<file path="src/hdl/arprr_pkg.sv">
// shared types, constants and reply byte table for the arp request responder
package arprr_pkg;

  localparam int ReplyLengthDefault = 60;
  localparam int PosWidth           = 6;
  localparam logic [PosWidth-1:0] PosMax = '1;
  localparam int HdrBytes           = 22;
  localparam int AddrBytes          = 42;

  // configuration register indexes
  localparam logic CfgOwnIpv4 = 1'b0;
  localparam logic CfgOwnMac  = 1'b1;

  localparam logic [15:0] EtherTypeArp = 16'h0806;
  localparam logic [15:0] HwTypeEth    = 16'h0001;
  localparam logic [15:0] ProtoIpv4    = 16'h0800;
  localparam logic [7:0]  HwAddrLen    = 8'd6;
  localparam logic [7:0]  ProtoAddrLen = 8'd4;
  localparam logic [15:0] OpRequest    = 16'h0001;
  localparam logic [15:0] OpReply      = 16'h0002;

  typedef enum logic [2:0] {
    VerdictReply      = 3'd0,
    VerdictShort      = 3'd1,
    VerdictFormat     = 3'd2,
    VerdictNotRequest = 3'd3,
    VerdictNotOurs    = 3'd4
  } verdict_t;

  typedef struct packed {
    verdict_t    verdict;
    logic [47:0] sender_mac;
    logic [31:0] sender_ipv4;
  } job_t;

  function automatic logic [7:0] reply_byte(
    input logic [PosWidth-1:0] idx,
    input logic [47:0]         peer_mac,
    input logic [31:0]         peer_ipv4,
    input logic [47:0]         own_mac,
    input logic [31:0]         own_ipv4
  );
    logic [8*AddrBytes-1:0] frame;
    logic [PosWidth-1:0]    k;
    logic [7:0]             res;
    frame = {peer_mac, own_mac, EtherTypeArp, HwTypeEth, ProtoIpv4, HwAddrLen,
             ProtoAddrLen, OpReply, own_mac, own_ipv4, peer_mac, peer_ipv4};
    k = PosWidth'(AddrBytes - 1) - idx;
    if (idx < PosWidth'(AddrBytes)) begin
      res = frame[{k, 3'b000} +: 8];
    end else begin
      res = 8'h00;
    end
    return res;
  endfunction

endpackage

</file>
<file path="src/hdl/arp_request_responder_core.sv">
// arp request responder: frame byte intake, request checks and reply burst
// Takes one frame byte per cycle. A frame's last byte produces either one reject beat
// or a ReplyLength-beat reply (default 60) streamed at one beat per cycle from the output
// register while out_ready is high. Bytes of the next frame keep flowing during a reply
// burst; only that frame's last byte is held until the reply sequencer has handed out the
// final beat of the previous burst, so back-to-back frames of at least ReplyLength bytes
// never stall while out_ready is high. own_ipv4 and own_mac must be written by the user
// through the cfg port only while no frame is in flight; the block does not enforce this.
module arp_request_responder_core #(
  parameter int ReplyLength = arprr_pkg::ReplyLengthDefault
) (
  input  logic        clk,
  input  logic        rst,
  input  logic        in_valid,
  output logic        in_ready,
  input  logic [7:0]  in_byte,
  input  logic        in_last,
  output logic        out_valid,
  input  logic        out_ready,
  output logic [7:0]  out_byte,
  output logic        out_last,
  output logic [2:0]  verdict,
  input  logic        cfg_write,
  input  logic        cfg_index,
  input  logic [47:0] cfg_data
);

  logic [31:0]      own_ipv4;
  logic [47:0]      own_mac;
  logic             job_valid;
  logic             load_ready;
  arprr_pkg::job_t  job;

  always_ff @(posedge clk) begin
    if (rst) begin
      own_ipv4 <= '0;
      own_mac  <= '0;
    end else if (cfg_write) begin
      unique case (cfg_index)
        arprr_pkg::CfgOwnIpv4: own_ipv4 <= cfg_data[31:0];
        arprr_pkg::CfgOwnMac:  own_mac  <= cfg_data;
        default: ;
      endcase
    end
  end

  arprr_parse u_parse (
    .clk        (clk),
    .rst        (rst),
    .in_valid   (in_valid),
    .in_ready   (in_ready),
    .in_byte    (in_byte),
    .in_last    (in_last),
    .own_ipv4   (own_ipv4),
    .load_ready (load_ready),
    .job_valid  (job_valid),
    .job        (job)
  );

  arprr_emit #(
    .ReplyLength (ReplyLength)
  ) u_emit (
    .clk        (clk),
    .rst        (rst),
    .job_valid  (job_valid),
    .job        (job),
    .load_ready (load_ready),
    .own_mac    (own_mac),
    .own_ipv4   (own_ipv4),
    .out_valid  (out_valid),
    .out_ready  (out_ready),
    .out_byte   (out_byte),
    .out_last   (out_last),
    .verdict    (verdict)
  );

endmodule

</file>
<file path="src/hdl/arprr_parse.sv">
// input register, header capture and request checks
module arprr_parse (
  input  logic                clk,
  input  logic                rst,
  input  logic                in_valid,
  output logic                in_ready,
  input  logic [7:0]          in_byte,
  input  logic                in_last,
  input  logic [31:0]         own_ipv4,
  input  logic                load_ready,
  output logic                job_valid,
  output arprr_pkg::job_t     job
);

  logic                                q_valid;
  logic [7:0]                          q_byte;
  logic                                q_last;
  logic [arprr_pkg::PosWidth-1:0]      pos;
  logic [15:0]                         hw_kind, hw_kind_next;
  logic [15:0]                         proto_kind, proto_kind_next;
  logic [7:0]                          hw_len, hw_len_next;
  logic [7:0]                          proto_len, proto_len_next;
  logic [15:0]                         arp_op, arp_op_next;
  logic [47:0]                         sender_mac, sender_mac_next;
  logic [31:0]                         sender_ipv4, sender_ipv4_next;
  logic [31:0]                         target_ipv4, target_ipv4_next;
  logic                                fire;
  arprr_pkg::verdict_t                 verdict;

  assign fire      = q_valid && (!q_last || load_ready);
  assign in_ready  = !q_valid || fire;
  assign job_valid = q_valid && q_last;

  // field capture for the beat in the input register
  always_comb begin
    hw_kind_next     = hw_kind;
    proto_kind_next  = proto_kind;
    hw_len_next      = hw_len;
    proto_len_next   = proto_len;
    arp_op_next      = arp_op;
    sender_mac_next  = sender_mac;
    sender_ipv4_next = sender_ipv4;
    target_ipv4_next = target_ipv4;
    unique case (pos) inside
      [6'd14:6'd15]: hw_kind_next     = {hw_kind[7:0], q_byte};
      [6'd16:6'd17]: proto_kind_next  = {proto_kind[7:0], q_byte};
      6'd18:         hw_len_next      = q_byte;
      6'd19:         proto_len_next   = q_byte;
      [6'd20:6'd21]: arp_op_next      = {arp_op[7:0], q_byte};
      [6'd22:6'd27]: sender_mac_next  = {sender_mac[39:0], q_byte};
      [6'd28:6'd31]: sender_ipv4_next = {sender_ipv4[23:0], q_byte};
      [6'd38:6'd41]: target_ipv4_next = {target_ipv4[23:0], q_byte};
      default: ;
    endcase
  end

  always_comb begin
    if (pos < arprr_pkg::PosWidth'(arprr_pkg::HdrBytes - 1)) begin
      verdict = arprr_pkg::VerdictShort;
    end else if (hw_kind_next != arprr_pkg::HwTypeEth ||
                 proto_kind_next != arprr_pkg::ProtoIpv4 ||
                 hw_len_next != arprr_pkg::HwAddrLen ||
                 proto_len_next != arprr_pkg::ProtoAddrLen) begin
      verdict = arprr_pkg::VerdictFormat;
    end else if (pos < arprr_pkg::PosWidth'(arprr_pkg::AddrBytes - 1)) begin
      verdict = arprr_pkg::VerdictShort;
    end else if (arp_op_next != arprr_pkg::OpRequest) begin
      verdict = arprr_pkg::VerdictNotRequest;
    end else if (target_ipv4_next != own_ipv4) begin
      verdict = arprr_pkg::VerdictNotOurs;
    end else begin
      verdict = arprr_pkg::VerdictReply;
    end
  end

  assign job.verdict     = verdict;
  assign job.sender_mac  = sender_mac_next;
  assign job.sender_ipv4 = sender_ipv4_next;

  always_ff @(posedge clk) begin
    if (rst) begin
      q_valid     <= 1'b0;
      pos         <= '0;
      hw_kind     <= '0;
      proto_kind  <= '0;
      hw_len      <= '0;
      proto_len   <= '0;
      arp_op      <= '0;
      sender_mac  <= '0;
      sender_ipv4 <= '0;
      target_ipv4 <= '0;
    end else begin
      if (in_ready) begin
        q_valid <= in_valid;
      end
      if (fire) begin
        hw_kind     <= hw_kind_next;
        proto_kind  <= proto_kind_next;
        hw_len      <= hw_len_next;
        proto_len   <= proto_len_next;
        arp_op      <= arp_op_next;
        sender_mac  <= sender_mac_next;
        sender_ipv4 <= sender_ipv4_next;
        target_ipv4 <= target_ipv4_next;
        if (q_last) begin
          pos <= '0;
        end else if (pos != arprr_pkg::PosMax) begin
          pos <= pos + 1'b1;
        end
      end
    end
  end

  always_ff @(posedge clk) begin
    if (in_ready) begin
      q_byte <= in_byte;
      q_last <= in_last;
    end
  end

endmodule

</file>
<file path="src/hdl/arprr_emit.sv">
// reply sequencer driving the output register
module arprr_emit #(
  parameter int ReplyLength = arprr_pkg::ReplyLengthDefault
) (
  input  logic                clk,
  input  logic                rst,
  input  logic                job_valid,
  input  arprr_pkg::job_t     job,
  output logic                load_ready,
  input  logic [47:0]         own_mac,
  input  logic [31:0]         own_ipv4,
  output logic                out_valid,
  input  logic                out_ready,
  output logic [7:0]          out_byte,
  output logic                out_last,
  output logic [2:0]          verdict
);

  localparam logic [arprr_pkg::PosWidth-1:0] LastIdx =
    arprr_pkg::PosWidth'(ReplyLength - 1);

  logic [arprr_pkg::PosWidth-1:0] idx, idx_next;
  logic [47:0]                    peer_mac;
  logic [31:0]                    peer_ipv4;
  arprr_pkg::verdict_t            out_verdict;
  logic                           load;
  logic                           step;

  assign load_ready = !out_valid || (out_ready && out_last);
  assign load       = job_valid && load_ready;
  assign step       = out_valid && out_ready && !out_last;
  assign idx_next   = idx + 1'b1;
  assign verdict    = out_verdict;

  always_ff @(posedge clk) begin
    if (rst) begin
      out_valid <= 1'b0;
    end else if (load) begin
      out_valid <= 1'b1;
    end else if (out_valid && out_ready && out_last) begin
      out_valid <= 1'b0;
    end
  end

  always_ff @(posedge clk) begin
    if (load) begin
      idx         <= '0;
      peer_mac    <= job.sender_mac;
      peer_ipv4   <= job.sender_ipv4;
      out_verdict <= job.verdict;
      if (job.verdict == arprr_pkg::VerdictReply) begin
        out_byte <= arprr_pkg::reply_byte('0, job.sender_mac, job.sender_ipv4,
                                          own_mac, own_ipv4);
        out_last <= (LastIdx == '0);
      end else begin
        out_byte <= 8'h00;
        out_last <= 1'b1;
      end
    end else if (step) begin
      idx      <= idx_next;
      out_byte <= arprr_pkg::reply_byte(idx_next, peer_mac, peer_ipv4, own_mac, own_ipv4);
      out_last <= (idx_next == LastIdx);
    end
  end

endmodule

</file>
<file path="config.mk">
export PLATFORM = sky130hd
export DESIGN_NAME = arp_request_responder_core
export DESIGN_NICKNAME = d
export VERILOG_FILES = /design/src/hdl/arprr_pkg.sv /design/src/hdl/arp_request_responder_core.sv /design/src/hdl/arprr_parse.sv /design/src/hdl/arprr_emit.sv
export SDC_FILE = /design/constraint.sdc
export NUM_CORES = 1
export LEC_CHECK = 0
export BUFFER_PORTS_ARGS = -buffer_cell sky130_fd_sc_hd__buf_2
export CORE_ASPECT_RATIO = 0.5
export CORE_MARGIN = 2
export CORE_UTILIZATION = 60
export DETAILED_ROUTE_END_ITERATION = 6
export HOLD_SLACK_MARGIN = 0.15
export PLACE_DENSITY = 0.78
export SYNTH_ARGS = -nofsm -noshare
export SYNTH_HDL_FRONTEND = slang
export SYNTH_SLANG_ARGS = --single-unit
</file>
<file path="constraint.sdc">
create_clock -name clk -period 10.3 [get_ports clk]
set_input_delay 2.06 -clock clk [delete_from_list [all_inputs] [get_ports clk]]
set_output_delay 2.06 -clock clk [all_outputs]
set_load 0.01 [all_outputs]
</file>
==> reports/results.ini, run 1 <==
[outcome]
outcome = finished clean

[cts]
cts_htree_levels = 2
cts_buffer_depth = 3
cts_sinks = 371
numCtsBuffers = 34
clkTransAtPathRegs_ps = 60
insertion_delay_ps = 530
post_cts.repair.setup_buffers = 0
root_buffer = clkbuf_16
cts_hold_buf = 0
cts_tree = yes
cts_resized = 0

[sta]
tightestPinTransition_ps = 1170
fin_skew_ps = 15.4
setup_slack_ps = 4610
hold_slack_ps = 454
setup_viol = 0
rsz0062_at_grt = no
clock.fmax_ghz = 0.176
fin_crit_sh = 0.552
fin_tns_setup_ps = 0
final-hold-violation-count = 0
fin_crit_ps = 5690
drv_slew = 0
slew_headroom = 0.219

[setup_path]
slowest_delay_ps = 620
critPathKind = input pin to output pin
path_cells = buf_2, a21boi_0, nand3_1, buf_2
path_common_cell = buf_2
crit_slowest_cell = a21boi_0
end_kind = output pin
worst-endpoint-arrival_ps = 3630
startpoint = out_ready
startpoint_type = input pin
crit_required_ps = 8240
regToRegStartpoint = u_parse.pos[1]$_SDFFE_PP0P_
cp_max_fo = 11

[detailed_routing]
detail_route.vias_per_cell = 6.04
vias = 13611
routedWlPerCell_microns = 19.0
ant_nets = 0
drtIter0Drc = 1638
post-route-drc-count = 0
wirelength_microns = 42900
drt_first_pass_iters = 7

[synthesis]
syn_area_per_cell_sq_um = 9.19
synth_cell_types = 75
synthCells = 1841
synth_area_sq_mm = 0.0169
yosysSeqAreaShare = 0.499
yosys_most_used_dff = dfxtp_1
syn_nets = 1912
synth_warnings = 0
synth_edf_count = 101
synth_async_sr_flop_share = 0
ys_ff_latch = 371

[die]
dieArea_sq_mm = 0.0296
top_level_ports = 77
fp-row-count = 43
die_y_microns = 123
die_x_microns = 242
start_util = 0.611
core_sq_mm = 0.0277

[cells_and_area]
layout_commonest_cell = nand2_1
nNetsFinal = 1918
drive_gt1_frac = 0.155
final_cells = 2255
num_antenna_cells = 0
mostFrequentLayoutCells = nand2_1, dfxtp_1, nor2_1
final.fill_count = 2144
synthToLayoutAreaGrowth_pct = 10.1

[grt]
grt_pass1_wl_microns = 67100
grt_max_degree = 170
antenna_found_initial = 1
grt_overflow = 0
grtUsageTotal = 0.287
grt_pass1_vias = 12392

[placed_design]
port_buffers = 76
routabilityCongestion = 0.932
dp.cells = 2193
dp_hpwl_microns = 27200
pre_cts_ws_ps = 4720

[power]
peakVddDrop_mv = 0.0925
leakagePower_nw = 6.82
power_density_mw_per_mm2 = 176

[min_path]
hold_path_class = flip-flop to flip-flop
hp-start = own_mac[19]$_SDFFE_PP0P_

[job]
maxCapViolCount = 0

power breakdown:
part / total, mW / internal, mW / switching (mW)
sequential: 1.60 / 1.55 / 0.0489
combinational: 0.373 / 0.149 / 0.224
clock: 1.30 / 0.739 / 0.557
flip-flops by register name (all words and copies together) (netlist names), 3 cells and up:
name,flops
u_parse.proto_len,8
u_emit.idx,6
u_emit.verdict,3
u_parse.sender_mac,48
u_parse.target_ipv4,32
own_ipv4,32
u_emit.out_byte,8
u_parse.pos,6
own_mac,48
u_parse.q_byte,8
u_emit.peer_mac,48
u_parse.hw_kind,16
u_parse.hw_len,8
u_parse.arp_op,16
u_parse.sender_ipv4,32
u_emit.peer_ipv4,32
u_parse.proto_kind,16
kinds of logic after synthesis:
| logic type | synth area share |
|---|---|
| AND/OR/NAND/NOR | 0.196 |
| flip-flops | 0.499 |
| AO/OA/AOI/OAI | 0.109 |
| buffers and inverters | 0.0391 |
| multiplexers | 0.130 |
| XOR/XNOR | 0.0212 |
| adder cells (fa/ha/maj) | 0.00592 |
final timing paths:
check                                       to  slack, ps  cells after the start
setup / recovery                      in_ready       4610                      4
hold / removal        own_mac[19]$_SDFFE_PP0P_        450                      2
setup reg to reg  u_emit.out_byte[6]$_DFFE_PP_       6220                     10
hold reg to reg       own_mac[19]$_SDFFE_PP0P_        450                      2
worst max-delay path, delay by kind of cell:
family                 cells  cell delay, ps
buffers and inverters      2             400
AO/OA/AOI/OAI              1             620
AND/OR/NAND/NOR            1             540
layer usage:
metal | vias to the layer above | track usage | share of wire
met2 | 561 | 0.459 | 0.45
met5 | - | 0 | 0.00030
met4 | 2 | 0.0893 | 0.025
li1 | 6429 | - | -
met3 | 78 | 0.0442 | 0.085
met1 | 6541 | 0.406 | 0.44
cell type report:
cell class	count	area, sq um	area share
well taps	382	478	0.0257
inverters	44	165	0.00886
multi-input cells	1299	7850	0.421
repair buffers	97	547	0.0293
clock inverters	13	96.3	0.00517
flip-flops and latches	371	8440	0.453
clock buffers	49	1050	0.0564
cell usage after synthesis (23+ instances only):
cell type | n | share of area
o21ai_0 | 28 | 0.0083
dfxtp_1 | 270 | 0.32
a21oi_1 | 191 | 0.056
clkbuf_1 | 111 | 0.025
mux2_2 | 77 | 0.051
mux4_2 | 38 | 0.051
mux2i_1 | 47 | 0.028
nor3_1 | 88 | 0.026
edfxtp_1 | 101 | 0.18
inv_1 | 42 | 0.0093
xnor2_1 | 23 | 0.012
nand2_1 | 383 | 0.085
nor2_1 | 200 | 0.044
per-stage QoR:
stage,power (mW),utilization,instance area (sq um)
floorplan,1.88,-,16900
global placement,1.99,0.631,17500
detailed placement,1.99,0.631,17500
CTS,3.27,0.672,18600
global route,3.37,0.672,18600
finish,3.27,0.672,18600
Note: power is estimated with default switching activity, not from simulation.
==> run 2, diff against run 1 <==
Settings changed: ABC_AREA from default to 1, CORE_UTILIZATION 60 to 56, PLACE_DENSITY 0.78 to 0.76.
Clock period 10.3 ns to 4.7 ns, I/O delays scaled along.
==> run 2 against run 1 <==
Core utilization is 5.6 points lower. Largest power group unchanged. Sequential power up 130%. First-iteration DRC count increased by 20%. Sequential share of layout area down 3.6 points. Flip-flop and latch count stayed put. Routed wire length is 27% higher. Synthesized area increased by 9.6%. Synthesized cell count is 42% higher. Clock power up 120%. Largest cell class unchanged. Combinational power grew to 6.6 times the previous value. Count of clock-buffer cells in the layout increased by 1. Register-to-register slack worse by 5100 ps.
==> reports/results.ini, run 2 <==
[synthesis]
muxShareOfSynthArea = 0.000540
synth_area_sq_mm = 0.0185
syn_area_per_cell_sq_um = 7.08
synth_compound_area_frac = 0.187
synthSimpleGateAreaFrac = 0.251
synth_top_area_share = 0.291
ys_ff_latch = 371
synth_async_sr_flop_share = 0
synth_common_cells = nand2_1, o21ai_0, nor2_1, inv_1, dfxtp_1
synth_xor_area_frac = 0.00277
yosysMostFrequentCell = nand2_1
synthCells = 2620
yosysSeqAreaShare = 0.455
synth_cell_types = 51
syn_nets = 2691
synth_edf_count = 101
yosys_most_used_dff = dfxtp_1
synth_top_area_cell = dfxtp_1
synth_top_cells_by_area = dfxtp_1, edfxtp_1, nand2_1, o21ai_0, nor2_1
synth_top_family_by_area = simple AND/OR/NAND/NOR gates
synth_warnings = 0
synth_fa_ha_area_frac = 0.00540

[detailed_routing]
post-route-drc-count = 0
wirelength_microns = 54500
detail_route.vias_per_cell = 5.68
routedWlPerCell_microns = 17.7
drtIter0Drc = 1960
drt_first_pass_iters = 6
ant_nets = 0
vias = 17492

[cts]
root_buffer = clkbuf_16
cts_resized = 0
cts_tree = yes
numCtsBuffers = 35
cts_htree_levels = 2
cts_hold_buf = 0
insertion_delay_ps = 540
cts_sinks = 371
cts_buffer_depth = 3
clkTransAtPathRegs_ps = 60
post_cts.repair.setup_buffers = 0

[sta]
fin_crit_ps = 3560
tightestPinTransition_ps = 928
clock.fmax_ghz = 0.281
slew_headroom = 0.382
final-hold-violation-count = 0
rsz0062_at_grt = no
fin_tns_setup_ps = 0
drv_slew = 0
setup_viol = 0
fin_skew_ps = 23.9
fin_crit_sh = 0.757

[cells_and_area]
seq_area_sq_mm = 0.00844
nNetsFinal = 2681
final.fill_count = 2992
drive_gt1_frac = 0.0728
mostFrequentLayoutCells = nand2_1, o21ai_0, nor2_1
largestRegisters = own_mac x48, u_emit.peer_mac x48, u_parse.sender_mac x48
synthToLayoutAreaGrowth_pct = 9.09
layout_commonest_cell = nand2_1
post-route-util = 0.617
multi_input_area_sq_mm = 0.00830

[die]
dieArea_sq_mm = 0.0347
top_level_ports = 77
core_sq_mm = 0.0328
die_y_microns = 133
start_util = 0.565
die_x_microns = 261
fp-row-count = 47

[grt]
grt_use_met3 = 0.0680
grtUsageMet1 = 0.438
grtUsageTotal = 0.311
grt_pass1_vias = 15655
antenna_found_initial = 5
grt-busiest-layer = met2
grt_overflow = 0
grt_pass1_wl_microns = 84600
grt_max_degree = 202
use_met2 = 0.465

[placed_design]
dp_hpwl_microns = 37100
routabilityCongestion = 1.05
port_buffers = 76

[min_path]
hp-start = own_mac[22]$_SDFFE_PP0P_
hold_path_class = flip-flop to flip-flop

[setup_path]
crit_required_ps = 4970
critPathKind = flip-flop to flip-flop
startpoint = u_emit.idx[1]$_SDFFE_PP0P_
crit_slowest_cell = clkinv_1
rrSetupSlack_ps = 1140
worst-endpoint-arrival_ps = 3830
end_kind = flip-flop
regToRegStartpoint = u_emit.idx[1]$_SDFFE_PP0P_
path_cells = ha_1, xor2_1, inv_1, ha_1, or2_2, nand2_1, buf_4, clkinv_1, a31oi_1, o21ai_0, o211ai_1, nand2_1
startpoint_type = flip-flop
slowest_delay_ps = 640
cp_max_fo = 27

[power]
power_density_mw_per_mm2 = 441
leakagePower_nw = 9.24
peakVddDrop_mv = 0.393

[job]
maxCapViolCount = 0

[outcome]
outcome = finished clean

[run 2: report_power, final]
| group | internal, mW | switching [mW] |
|---|---|---|
| sequential | 3.50 | 0.135 |
| combinational | 0.779 | 1.69 |
| clock | 1.55 | 1.27 |
| total | 5.83 | 3.09 |
[run 2: metrics by stage]
step	cells	total power, mW	hold WS, ps	setup WS, ps	instance area, sq um
detailed placement	3014	6.08	449	1300	19100
floorplan	2620	5.34	429	129	18600
global route	3077	9.34	478	911	20200
finish	3078	8.93	463	1140	20200
CTS	3077	8.87	458	1270	20200
global placement	3014	6.04	451	1360	19100
[run 2: kinds of logic after synthesis]
group                    count (synthesis)
AO/OA/AOI/OAI                          629
flip-flops                             371
buffers and inverters                  471
adder cells (fa/ha/maj)                  8
multiplexers                             1
XOR/XNOR                                 5
AND/OR/NAND/NOR                       1135
[run 2: worst max-delay path, delay by kind of cell, from the launching register on]
kind	cells	cell delay, ps
compound gates	3	750
xor+xnor	1	260
fa+ha+maj	2	460
buf+inv	3	960
flops	1	430
simple gates	3	450
[run 2: path summary, 6_finish.rpt]
kind | to | depth (start not counted)
hold reg to reg | own_mac[22]$_SDFFE_PP0P_ | 2
setup reg to reg | u_emit.out_byte[1]$_DFFE_PP_ | 12
setup / recovery | u_emit.out_byte[1]$_DFFE_PP_ | 12
hold / removal | own_mac[22]$_SDFFE_PP0P_ | 2
[run 2: layout make-up]
| class | instances | area share |
|---|---|---|
| flip-flops and latches | 371 | 0.417 |
| multi-input cells | 1778 | 0.410 |
| inverters | 318 | 0.0592 |
| clock buffers | 50 | 0.0475 |
| repair buffers | 106 | 0.0319 |
| well taps | 441 | 0.0273 |
| clock inverters | 13 | 0.00699 |
| diodes | 1 | 0.000124 |
[run 2: metal layers]
| layer | wire length, microns | part of all wire |
|---|---|---|
| met1 | 24000 | 0.44 |
| met2 | 22800 | 0.42 |
| met3 | 5230 | 0.096 |
| met4 | 2360 | 0.043 |
| met5 | 68 | 0.0012 |
